## config.mk

```make
export PLATFORM = sky130hd
export DESIGN_NAME = isort_cell
export DESIGN_NICKNAME = d
export VERILOG_FILES = /design/src/rtl/isort_pkg.sv /design/src/rtl/isort_cell.sv
export SDC_FILE = /design/constraint.sdc
export NUM_CORES = 1
export LEC_CHECK = 0
export BUFFER_PORTS_ARGS = -buffer_cell sky130_fd_sc_hd__buf_2
export CORE_UTILIZATION = 41
export DETAILED_ROUTE_END_ITERATION = 12
export PLACE_DENSITY = 0.84
export SLEW_MARGIN = 10
export SYNTH_ARGS = -nofsm -noshare
export SYNTH_HDL_FRONTEND = slang
export SYNTH_SLANG_ARGS = --single-unit
```

## constraint.sdc

```tcl
create_clock -name clk -period 4.2 [get_ports clk]
set_input_delay 0.84 -clock clk [delete_from_list [all_inputs] [get_ports clk]]
set_output_delay 0.84 -clock clk [all_outputs]
set_load 0.1 [all_outputs]
```

## src/rtl/isort_pkg.sv

```systemverilog
// Package for the insertion sorter: word types, the cell link and control structs,
// and the default capacity. No dependencies.
`timescale 1ns / 1ps

package isort_pkg;

    localparam int ISORT_CAPACITY = 64;
    localparam int ISORT_DATA_W   = 32;

    typedef struct packed {
        logic signed [ISORT_DATA_W-1:0] value;
        logic                           last_item;
    } item_t;

    typedef struct packed {
        logic signed [ISORT_DATA_W-1:0] sorted_value;
        logic                           last_result;
        logic                           overflowed;
    } result_t;

    // What every cell is told to do in a cycle.
    typedef struct packed {
        logic insert;
        logic drain;
    } cell_ctrl_t;

    // What a cell shows its neighbors.
    typedef struct packed {
        logic signed [ISORT_DATA_W-1:0] value;
        logic                           occupied;
        logic                           greater;
    } cell_link_t;

endpackage

```

## src/rtl/isort_cell.sv

```systemverilog
// One cell of the sorting chain: holds one stored word and its occupied flag.
// Depends on isort_pkg.
`timescale 1ns / 1ps

module isort_cell (
    input  logic                                 clk,
    input  logic                                 rst_n,
    input  isort_pkg::cell_ctrl_t                ctrl,
    input  logic signed [isort_pkg::ISORT_DATA_W-1:0] new_value,
    input  isort_pkg::cell_link_t                below,
    input  isort_pkg::cell_link_t                above,
    output isort_pkg::cell_link_t                link
);
    import isort_pkg::*;

    logic signed [ISORT_DATA_W-1:0] value_reg;
    logic signed [ISORT_DATA_W-1:0] value_next;
    logic                           occupied_reg;
    logic                           occupied_next;
    logic                           greater;

    // An empty cell acts as plus infinity, so a word above every stored word lands at the first free place.
    assign greater = !occupied_reg || (value_reg > new_value);

    always_comb
    begin
        value_next    = value_reg;
        occupied_next = occupied_reg;
        if (ctrl.drain)
        begin
            value_next    = above.value;
            occupied_next = above.occupied;
        end
        else if (ctrl.insert)
        begin
            occupied_next = occupied_reg || below.occupied;
            if (greater)
            begin
                value_next = below.greater ? below.value : new_value;
            end
        end
    end

    always_ff @(posedge clk or negedge rst_n)
    begin
        if (!rst_n)
        begin
            occupied_reg <= 1'b0;
        end
        else
        begin
            occupied_reg <= occupied_next;
        end
    end

    always_ff @(posedge clk)
    begin
        value_reg <= value_next;
    end

    assign link.value    = value_reg;
    assign link.occupied = occupied_reg;
    assign link.greater  = greater;

endmodule
```

==> results of run 1 <==
-- per-layer routing --
layer  vias to the layer above  GRT usage, %  share of wire, %  wire [um]
li1                       1208             -                 -          -
met1                      1056          22.3                43       2610
met2                        93          31.8                50       3040
met3                         7          3.93               5.9        361
met4                         0          5.89               1.1         69
met5                         -             0                 0          0
-- critical path: stages --
cell and delay, ns:
buf_2 0.09, inv_1 0.05, ha_1 0.32, nand4_2 0.15
or4_4 0.58, nor2_2 0.09, o31a_2 0.15, nor3_1 0.07
o31ai_1 0.40, buf_12 0.23
-- worst paths after layout --
path | startpoint | end | slack, ns | cells past startpoint
worst max-delay path | new_value[31] | link[0] | 0.39 | 10
worst min-delay path | rst_n | occupied_reg$_DFFE_PN0P_ | 0.32 | 1
worst max register to register | value_reg[31]$_DFFE_PP_ | value_reg[28]$_DFFE_PP_ | 1.48 | 8
worst min register to register | occupied_reg$_DFFE_PN0P_ | occupied_reg$_DFFE_PN0P_ | 0.61 | 2
max in group asynchronous | rst_n | occupied_reg$_DFFE_PN0P_ | 3.80 | 1
min in group clk | occupied_reg$_DFFE_PN0P_ | occupied_reg$_DFFE_PN0P_ | 0.61 | 2
-- area by class of cell --
class / instances / area, um2 / area share, %
Clock buffer: 8 / 80.1 / 2.35
Multi-Input combinational cell: 186 / 1410 / 41.3
Sequential cell: 33 / 986 / 29.0
Timing Repair Buffer: 138 / 711 / 20.9
Tap cell: 75 / 93.8 / 2.76
Inverter: 34 / 128 / 3.75
-- where the power goes --
group | leakage (nW) | internal, mW | total [mW] | switching (mW)
combinational | 1.43 | 0.147 | 0.595 | 0.448
clock | 0.0395 | 0.118 | 0.229 | 0.111
sequential | 0.344 | 0.414 | 0.436 | 0.0221
total | 1.82 | 0.678 | 1.26 | 0.582
-- per-stage QoR --
stage               setup WS, ns  std cells
floorplan                  0.327        266
global placement           0.432        466
detailed placement         0.378        466
CTS                        0.389        474
global route               0.265        474
finish                     0.392        474
-- cell usage in the layout (no fill, tap or decap), types with 3 or more instances in the layout --
| cell | n |
|---|---|
| a21o_1 | 3 |
| a21oi_1 | 18 |
| buf_2 | 135 |
| clkbuf_1 | 3 |
| clkbuf_8 | 5 |
| edfxtp_1 | 32 |
| ha_1 | 32 |
| inv_1 | 34 |
| mux2i_1 | 32 |
| nand2_1 | 38 |
| nand4_1 | 4 |
| nand4_2 | 5 |
| o21ai_0 | 34 |
-- cells by family (layout without fill, tap and decap cells) --
group	count (synthesis)	in the layout	share of synthesized area, %
flops	33	33	38.5
simple gates	60	60	12.8
compound gates	62	62	13.5
fa+ha+maj	32	32	15.6
mux	32	32	12.5
buf+inv	47	180	7.17
==> results_dict.tcl, run 1 <==
set metrics [dict create \
    crit_path_max_fanout 4 \
    rsz0062_at_grt "false" \
    syn_nets 402 \
    worstSetupEndpointType "output pin" \
    cts_setup_buffers 0 \
    clk_pin_slew_ns 0.06 \
    drive_above_1_share_pct 38.6 \
    crit_path_start_kind "primary input" \
    synth.most_common_cell "nand2_1" \
    worst_hold_path_type "in2async" \
    yosys-top-cells-count "nand2_1, inv_1, o21ai_0" \
    finalInstanceArea_um2 3400 \
    n_antenna_cell 0 \
    finalHoldViolCount 0 \
    row_count 28 \
    nets 534 \
    ys_ff_latch 33 \
    synth_cells 266 \
    setup-violations-final 0 \
    skew_ns 0.00337 \
    min_period_over_period_pct 90.7 \
    ys_warn_count 0 \
    slew_headroom_pct 35.1 \
    antenna_found_initial 0 \
    cts.repair.resized 0 \
    grt_pass1_wl_mm 9.09 \
    num-fill-cells 527 \
    die_area_um2 6570 \
    hpwl_mm 4.89 \
    yosys_most_used_dff "edfxtp_1" \
    fin_tns_setup_ns 0 \
    initial_core_util_pct 42.8 \
    die_x_um 81.1 \
    maxCapViolCount 0 \
    yosys.area.top_type "edfxtp_1" \
    ys_types 30 \
    largest_reg_flops 32 \
    drt-vias-per-instance 4.99 \
    clockRootBuffer "clkbuf_8" \
    arrival_ns 2.97 \
    synth_top_area_share_pct 37.5 \
    clock.fmax_ghz 0.263 \
    fp.coreArea_um2 5990 \
    cts_sinks 33 \
    period_needed_ns 3.81 \
    required_ns 3.36 \
    port_buffers 136 \
    status "complete, no violations" \
    ys_seq_area_share_pct 38.5 \
    totalWireLength_mm 6.08 \
    worst_slew_pin_slew_ns 0.973 \
    placed_cell_area_um2 3320 \
    cts_hold_buf 0 \
    ant_nets 0 \
    pwr_density_cell_nw_per_um2 370 \
    die_h_um 81.1 \
    total_power_mw 1.26 \
    drt-initial-drc-count 76 \
    avgSynthCellArea_um2 9.64 \
    synth_edf_count 32 \
    grt-ovfl-total 0 \
    grt_max_degree 68 \
    place.gp.congestion 0.802 \
    slew_violations 0 \
    cts-buffers-inserted 5 \
    path_class "in2out" \
    first_pass_iters 4 \
    drc 0 \
    synthToLayoutAreaGrowth_pct 32.7 \
    worst_hold_slack_ns 0.320 \
    gr-usage-all-layers_pct 18.3 \
    yosys-top-cells-area "edfxtp_1, ha_1, mux2i_1" \
    first_global_vias 2152 \
    final_core_util_pct 56.8 \
    leakagePower_nw 1.82 \
    vdd_ir_drop_max_uv 209 \
    via_count 2364 \
    num_io_pins 138 \
    h-tree-depth 2 \
    clock_latency_ns 0.28 \
    syn_area_um2 2560 \
    async_flop_share_pct 3.03 \
    wire_per_inst_um 12.8 \
    clock_path_buffers 2 \
    cts_tree "built" \
]
No activity file was read; power rests on OpenSTA's default activity.
==> run 2: changes to the inputs <==
--- a/config.mk
+++ b/config.mk
@@ -6,9 +6,9 @@
 export NUM_CORES = 1
 export LEC_CHECK = 0
 export BUFFER_PORTS_ARGS = -buffer_cell sky130_fd_sc_hd__buf_2
-export CORE_UTILIZATION = 41
+export CORE_UTILIZATION = 23
 export DETAILED_ROUTE_END_ITERATION = 12
-export PLACE_DENSITY = 0.84
+export PLACE_DENSITY = 0.54
 export SLEW_MARGIN = 10
 export SYNTH_ARGS = -nofsm -noshare
 export SYNTH_HDL_FRONTEND = slang
==> constraint.sdc (replaced) <==
create_clock -name clk -period 3.74 [get_ports clk]
set_input_delay 0.748 -clock clk [delete_from_list [all_inputs] [get_ports clk]]
set_output_delay 0.748 -clock clk [all_outputs]
set_load 0.1 [all_outputs]
==> run 2 against run 1 <==
Compared with the run above: routed wire length increased by 10%; utilization decreased by 24 points; hold slack got worse by 0.097 ns; worst setup slack worse by 0.18 ns; sequential share of layout area shrank 1.1 points; cell area rose by 3.8%; combinational power grew 13%; sequential cell count did not move; non-clock buffer count grew 3; cell count up 14%; critical path depth is 1 higher.
==> results_dict.tcl, run 2 (synthesis gave the netlist of run 1 again) <==
set metrics [dict create \
    status "complete, no violations" \
    cts-buffers-inserted 5 \
    crit_path_cell_trace "buf_2, inv_1, ha_4, nand4_2, or4_4, nor2_2, o31a_2, nor3_1, o31ai_1, buf_4, buf_12" \
    critPathMaxStageDelay_ns 0.58 \
    setup-violations-final 0 \
    synthToLayoutAreaGrowth_pct 37.8 \
    min_period_over_period_pct 94.4 \
    cts_hold_buf 0 \
    gr-usage-all-layers_pct 11.7 \
    port_buffers 136 \
    cts_sinks 33 \
    cts.repair.resized 0 \
    grt_pass1_wl_mm 10.3 \
    die_area_um2 11600 \
    drt-initial-drc-count 42 \
    path_class "in2out" \
    arrival_ns 2.78 \
    drc 0 \
    place.gp.congestion 0.733 \
    period_needed_ns 3.53 \
    fin_tns_setup_ns 0 \
    ant_nets 0 \
    seq_area_um2 986 \
    worst_slack_ns 0.211 \
    drt-vias-per-instance 4.29 \
    initial_core_util_pct 23.6 \
    maxCapViolCount 0 \
    fp.coreArea_um2 10800 \
    largest_reg_flops 32 \
    preCtsSetupSlack_ns 0.138 \
    hpwl_mm 5.44 \
    multi_input_area_um2 1430 \
    num-fill-cells 1180 \
    layout_commonest_cell "buf_2" \
    row_count 38 \
    die_x_um 108 \
    first_global_vias 2135 \
    grt_max_degree 45 \
    clock_path_buffers 2 \
    clock.fmax_ghz 0.283 \
    vdd_ir_drop_max_uv 181 \
    leakagePower_nw 1.83 \
    instances_no_fill 542 \
    dp_cells 534 \
    finalInstanceArea_um2 3530 \
    worst_hold_path_type "in2async" \
    crit_path_start_kind "primary input" \
    clk_pin_slew_ns 0.07 \
    required_ns 2.99 \
    antenna_found_initial 0 \
    placed_cell_area_um2 3450 \
    wire_per_inst_um 12.4 \
    crit_path_max_fanout 4 \
    first_pass_iters 4 \
    crit_buf_inv 4 \
    totalWireLength_mm 6.70 \
    pwr_density_cell_nw_per_um2 406 \
    drive_above_1_share_pct 39.6 \
    grt-ovfl-total 0 \
    slew_violations 0 \
    die_h_um 108 \
    cts_tree "built" \
    n_antenna_cell 0 \
    worst_hold_slack_ns 0.223 \
    worstSetupEndpointType "output pin" \
    worst_slew_pin_slew_ns 1.00 \
    h-tree-depth 2 \
    clock_latency_ns 0.28 \
    slew_headroom_pct 33.2 \
    clockRootBuffer "clkbuf_8" \
    skew_ns 0.00450 \
    cts_setup_buffers 0 \
    via_count 2323 \
    cpMaxStageDelayCell "or4_4" \
    num_io_pins 138 \
    finalHoldViolCount 0 \
    layout_common_cells "buf_2, nand2_1, inv_1, o21ai_0" \
    rsz0062_at_grt "false" \
    crit_family "simple AND/OR/NAND/NOR gates" \
    nets 537 \
]
-- run 2: cell count changes in the layout (fill, tap and decap cells not counted), sizes merged --
cell	previous run	this run
buf	138	141
-- run 2: where the power goes --
| part | internal [mW] | switching [mW] | leakage, nW |
|---|---|---|---|
| registers | 0.465 | 0.0264 | 0.344 |
| clock network | 0.132 | 0.135 | 0.0395 |
| logic | 0.170 | 0.506 | 1.45 |
-- run 2: path summary, 6_finish.rpt --
check                                         startpoint                        to  slack, ns  depth (start not counted)
worst max-delay path                       new_value[31]                   link[0]       0.21                         11
worst min-delay path                               rst_n  occupied_reg$_DFFE_PN0P_       0.22                          1
worst max register to register   value_reg[31]$_DFFE_PP_   value_reg[18]$_DFFE_PP_       0.96                          8
worst min register to register  occupied_reg$_DFFE_PN0P_  occupied_reg$_DFFE_PN0P_       0.62                          2
max in group asynchronous                          rst_n  occupied_reg$_DFFE_PN0P_       3.43                          1
min in group clk                occupied_reg$_DFFE_PN0P_  occupied_reg$_DFFE_PN0P_       0.62                          2
-- run 2: layout make-up --
cell class | instances | share of cell area [%]
multi-input combinational | 186 | 40.5
tap | 140 | 4.96
clock buffer | 8 | 2.27
sequential | 33 | 27.9
inverter | 34 | 3.61
timing repair buffer | 141 | 20.8
-- run 2: layer usage --
layer  share of wire (%)  vias to the layer above  GRT usage, %
met4                0.93                        0          3.23
met5                   0                        -             0
li1                    -                     1217             -
met3                 5.5                        4          2.48
met1                  46                     1032          15.1
met2                  48                       70          19.5
-- run 2: stage by stage --
| step | total power, mW | utilization, % |
|---|---|---|
| 6_report | 1.43 | 32.6 |
| 2_1_floorplan | 1.02 | - |
| 3_3_place_gp | 1.17 | 31.8 |
| 5_1_grt | 1.52 | 32.6 |
| 3_5_place_dp | 1.18 | 31.8 |
| 4_1_cts | 1.46 | 32.6 |
-- run 2: worst register-to-register path: stages, from the launching register on --
cell and delay [ns]:
edfxtp_1 0.44, ha_4 0.31, nand4_2 0.13, or4_4 0.58, nor2_2 0.11, o31a_2 0.15
nor3_1 0.07, o41ai_4 0.24, buf_4 0.39
==> run 3: changes to the inputs <==
--- a/config.mk
+++ b/config.mk
@@ -6,9 +6,10 @@
 export NUM_CORES = 1
 export LEC_CHECK = 0
 export BUFFER_PORTS_ARGS = -buffer_cell sky130_fd_sc_hd__buf_2
-export CORE_UTILIZATION = 23
+export CAP_MARGIN = 0
+export CORE_UTILIZATION = 46
 export DETAILED_ROUTE_END_ITERATION = 12
-export PLACE_DENSITY = 0.54
+export PLACE_DENSITY = 0.89
 export SLEW_MARGIN = 10
 export SYNTH_ARGS = -nofsm -noshare
 export SYNTH_HDL_FRONTEND = slang
==> run 3 against run 2 <==
Compared with the run above: sequential share of layout area rose by 0.89 points; critical endpoint unchanged; count of clock-buffer cells in the layout fell by 3; sequential power barely moved; clock power fell by 8.6%; worst setup slack got worse by 0.067 ns; first-iteration DRC count rose by 110%; global-route usage rose by 11 points; sequential cell count did not move; clock skew rose by 0.0042 ns; routed wire length fell by 6.3%; cell count fell by 14%.
==> results_dict.tcl, run 3 (synthesis gave the netlist of run 1 again) <==
set metrics [dict create \
    status "complete, no violations" \
    crit_path_max_fanout 3 \
    slew_headroom_pct 35.2 \
    clockRootBuffer "clkbuf_8" \
    totalWireLength_mm 6.27 \
    leakagePower_nw 1.82 \
    skew_ns 0.00868 \
    vdd_ir_drop_max_uv 191 \
    cts-buffers-inserted 5 \
    first_global_vias 2488 \
    die_x_um 76.7 \
    cts_sinks 33 \
    cts_setup_buffers 0 \
    setup-violations-final 0 \
    num_io_pins 138 \
    crit_family "simple AND/OR/NAND/NOR gates" \
    required_ns 2.99 \
    drt-initial-drc-count 89 \
    via_count 2397 \
    drt-vias-per-instance 5.12 \
    grt_max_degree 41 \
    cts_tree "built" \
    cts.repair.resized 0 \
    min_period_over_period_pct 96.2 \
    place.gp.congestion 0.767 \
    clk_pin_slew_ns 0.06 \
    drive_above_1_share_pct 39.7 \
    port_buffers 136 \
    path_class "in2out" \
    fin_tns_setup_ns 0 \
    worst_slew_pin_slew_ns 0.973 \
    layout_common_cells "buf_2, nand2_1, inv_1, o21ai_0" \
    worst_hold_path_type "in2async" \
    maxCapViolCount 0 \
    met3RoutedLength_um 285 \
    initial_core_util_pct 48.9 \
    clock.fmax_ghz 0.278 \
    hpwl_mm 5.12 \
    pwr_density_cell_nw_per_um2 412 \
    worstSetupEndpointType "output pin" \
    period_needed_ns 3.60 \
    total_power_mw 1.41 \
    grt_pass1_wl_mm 10.7 \
    wire_per_inst_um 13.4 \
    fp.coreArea_um2 5240 \
    largest_reg_flops 32 \
    die_h_um 76.7 \
    finalHoldViolCount 0 \
    n_antenna_cell 0 \
    crit_path_cell_trace "buf_2, inv_1, ha_1, nand4_2, or4_4, nor2_2, o31a_2, nor3_1, o31ai_1, buf_12" \
    gr-usage-all-layers_pct 23.1 \
    worst_slack_ns 0.144 \
    h-tree-depth 2 \
    critPathMaxStageDelay_ns 0.56 \
    preCtsSetupSlack_ns 0.117 \
    dr_wl_met2_mm 3.26 \
    grt-ovfl-total 0 \
    first_pass_iters 4 \
    cpMaxStageDelayCell "or4_4" \
    clock_path_buffers 2 \
    die_area_um2 5880 \
    wl_met1_mm 2.60 \
    cts_hold_buf 0 \
    ant_nets 0 \
    row_count 26 \
    crit_path_start_kind "primary input" \
    slew_violations 0 \
    crit_buf_inv 3 \
    synthToLayoutAreaGrowth_pct 33.5 \
    drc 0 \
    nets 535 \
    arrival_ns 2.85 \
    layout_commonest_cell "buf_2" \
    clock_latency_ns 0.28 \
    rsz0062_at_grt "false" \
    top_layer_used "met4" \
    antenna_found_initial 0 \
]
run 3: cell count changes in the layout (fill, tap and decap cells not counted), sizes merged:
cell | before | now
buf | 141 | 139
clkinv | 0 | 1
clkbuf | 8 | 5
run 3: path summary, 6_finish.rpt:
| path | start | to | slack, ns | cells past startpoint |
|---|---|---|---|---|
| worst max register to register | value_reg[31]$_DFFE_PP_ | value_reg[31]$_DFFE_PP_ | 1.04 | 8 |
| worst min register to register | occupied_reg$_DFFE_PN0P_ | occupied_reg$_DFFE_PN0P_ | 0.67 | 2 |
| worst max-delay path | new_value[27] | link[0] | 0.14 | 10 |
| worst min-delay path | rst_n | occupied_reg$_DFFE_PN0P_ | 0.24 | 1 |
| max in group asynchronous | rst_n | occupied_reg$_DFFE_PN0P_ | 3.41 | 1 |
| min in group clk | occupied_reg$_DFFE_PN0P_ | occupied_reg$_DFFE_PN0P_ | 0.67 | 2 |
run 3: power by group:
part | leakage (nW) | internal [mW] | switching (mW) | total [mW]
Sequential | 0.344 | 0.465 | 0.0262 | 0.491
Clock | 0.0399 | 0.122 | 0.123 | 0.245
Combinational | 1.44 | 0.169 | 0.507 | 0.676
Total | 1.82 | 0.756 | 0.656 | 1.41
run 3: cell type report:
class                   instances  area, um2
clock buffers                   5       68.8
clock inverters                 1       5.00
fillers                       440       1810
inverters                      34        128
multi-input cells             186       1430
flip-flops and latches         33        986
well taps                      70       87.6
repair buffers                139        718
run 3: metal layers:
| metal | vias up | global-route usage (%) |
|---|---|---|
| met3 | 8 | 4.05 |
| li1 | 1211 | - |
| met2 | 90 | 42.7 |
| met1 | 1088 | 25.9 |
| met5 | - | 0 |
| met4 | 0 | 9.62 |
run 3: worst reg2reg max path, cell delays in order (launching register included):
cell	delay, ns
edfxtp_1	0.44
ha_4	0.31
nand4_2	0.13
or4_4	0.58
nor2_2	0.09
o31a_2	0.13
nor3_1	0.07
o41ai_4	0.23
buf_4	0.38
run 3: through the flow:
step           cells  util, %  cell area, um2  hold slack (ns)
6_report         468     65.4            3420            0.240
5_1_grt          468     65.4            3420            0.225
2_1_floorplan    266        -            2600            0.452
3_5_place_dp     462     64.0            3350            0.527
4_1_cts          468     65.4            3420            0.223
3_3_place_gp     462     64.0            3350            0.524
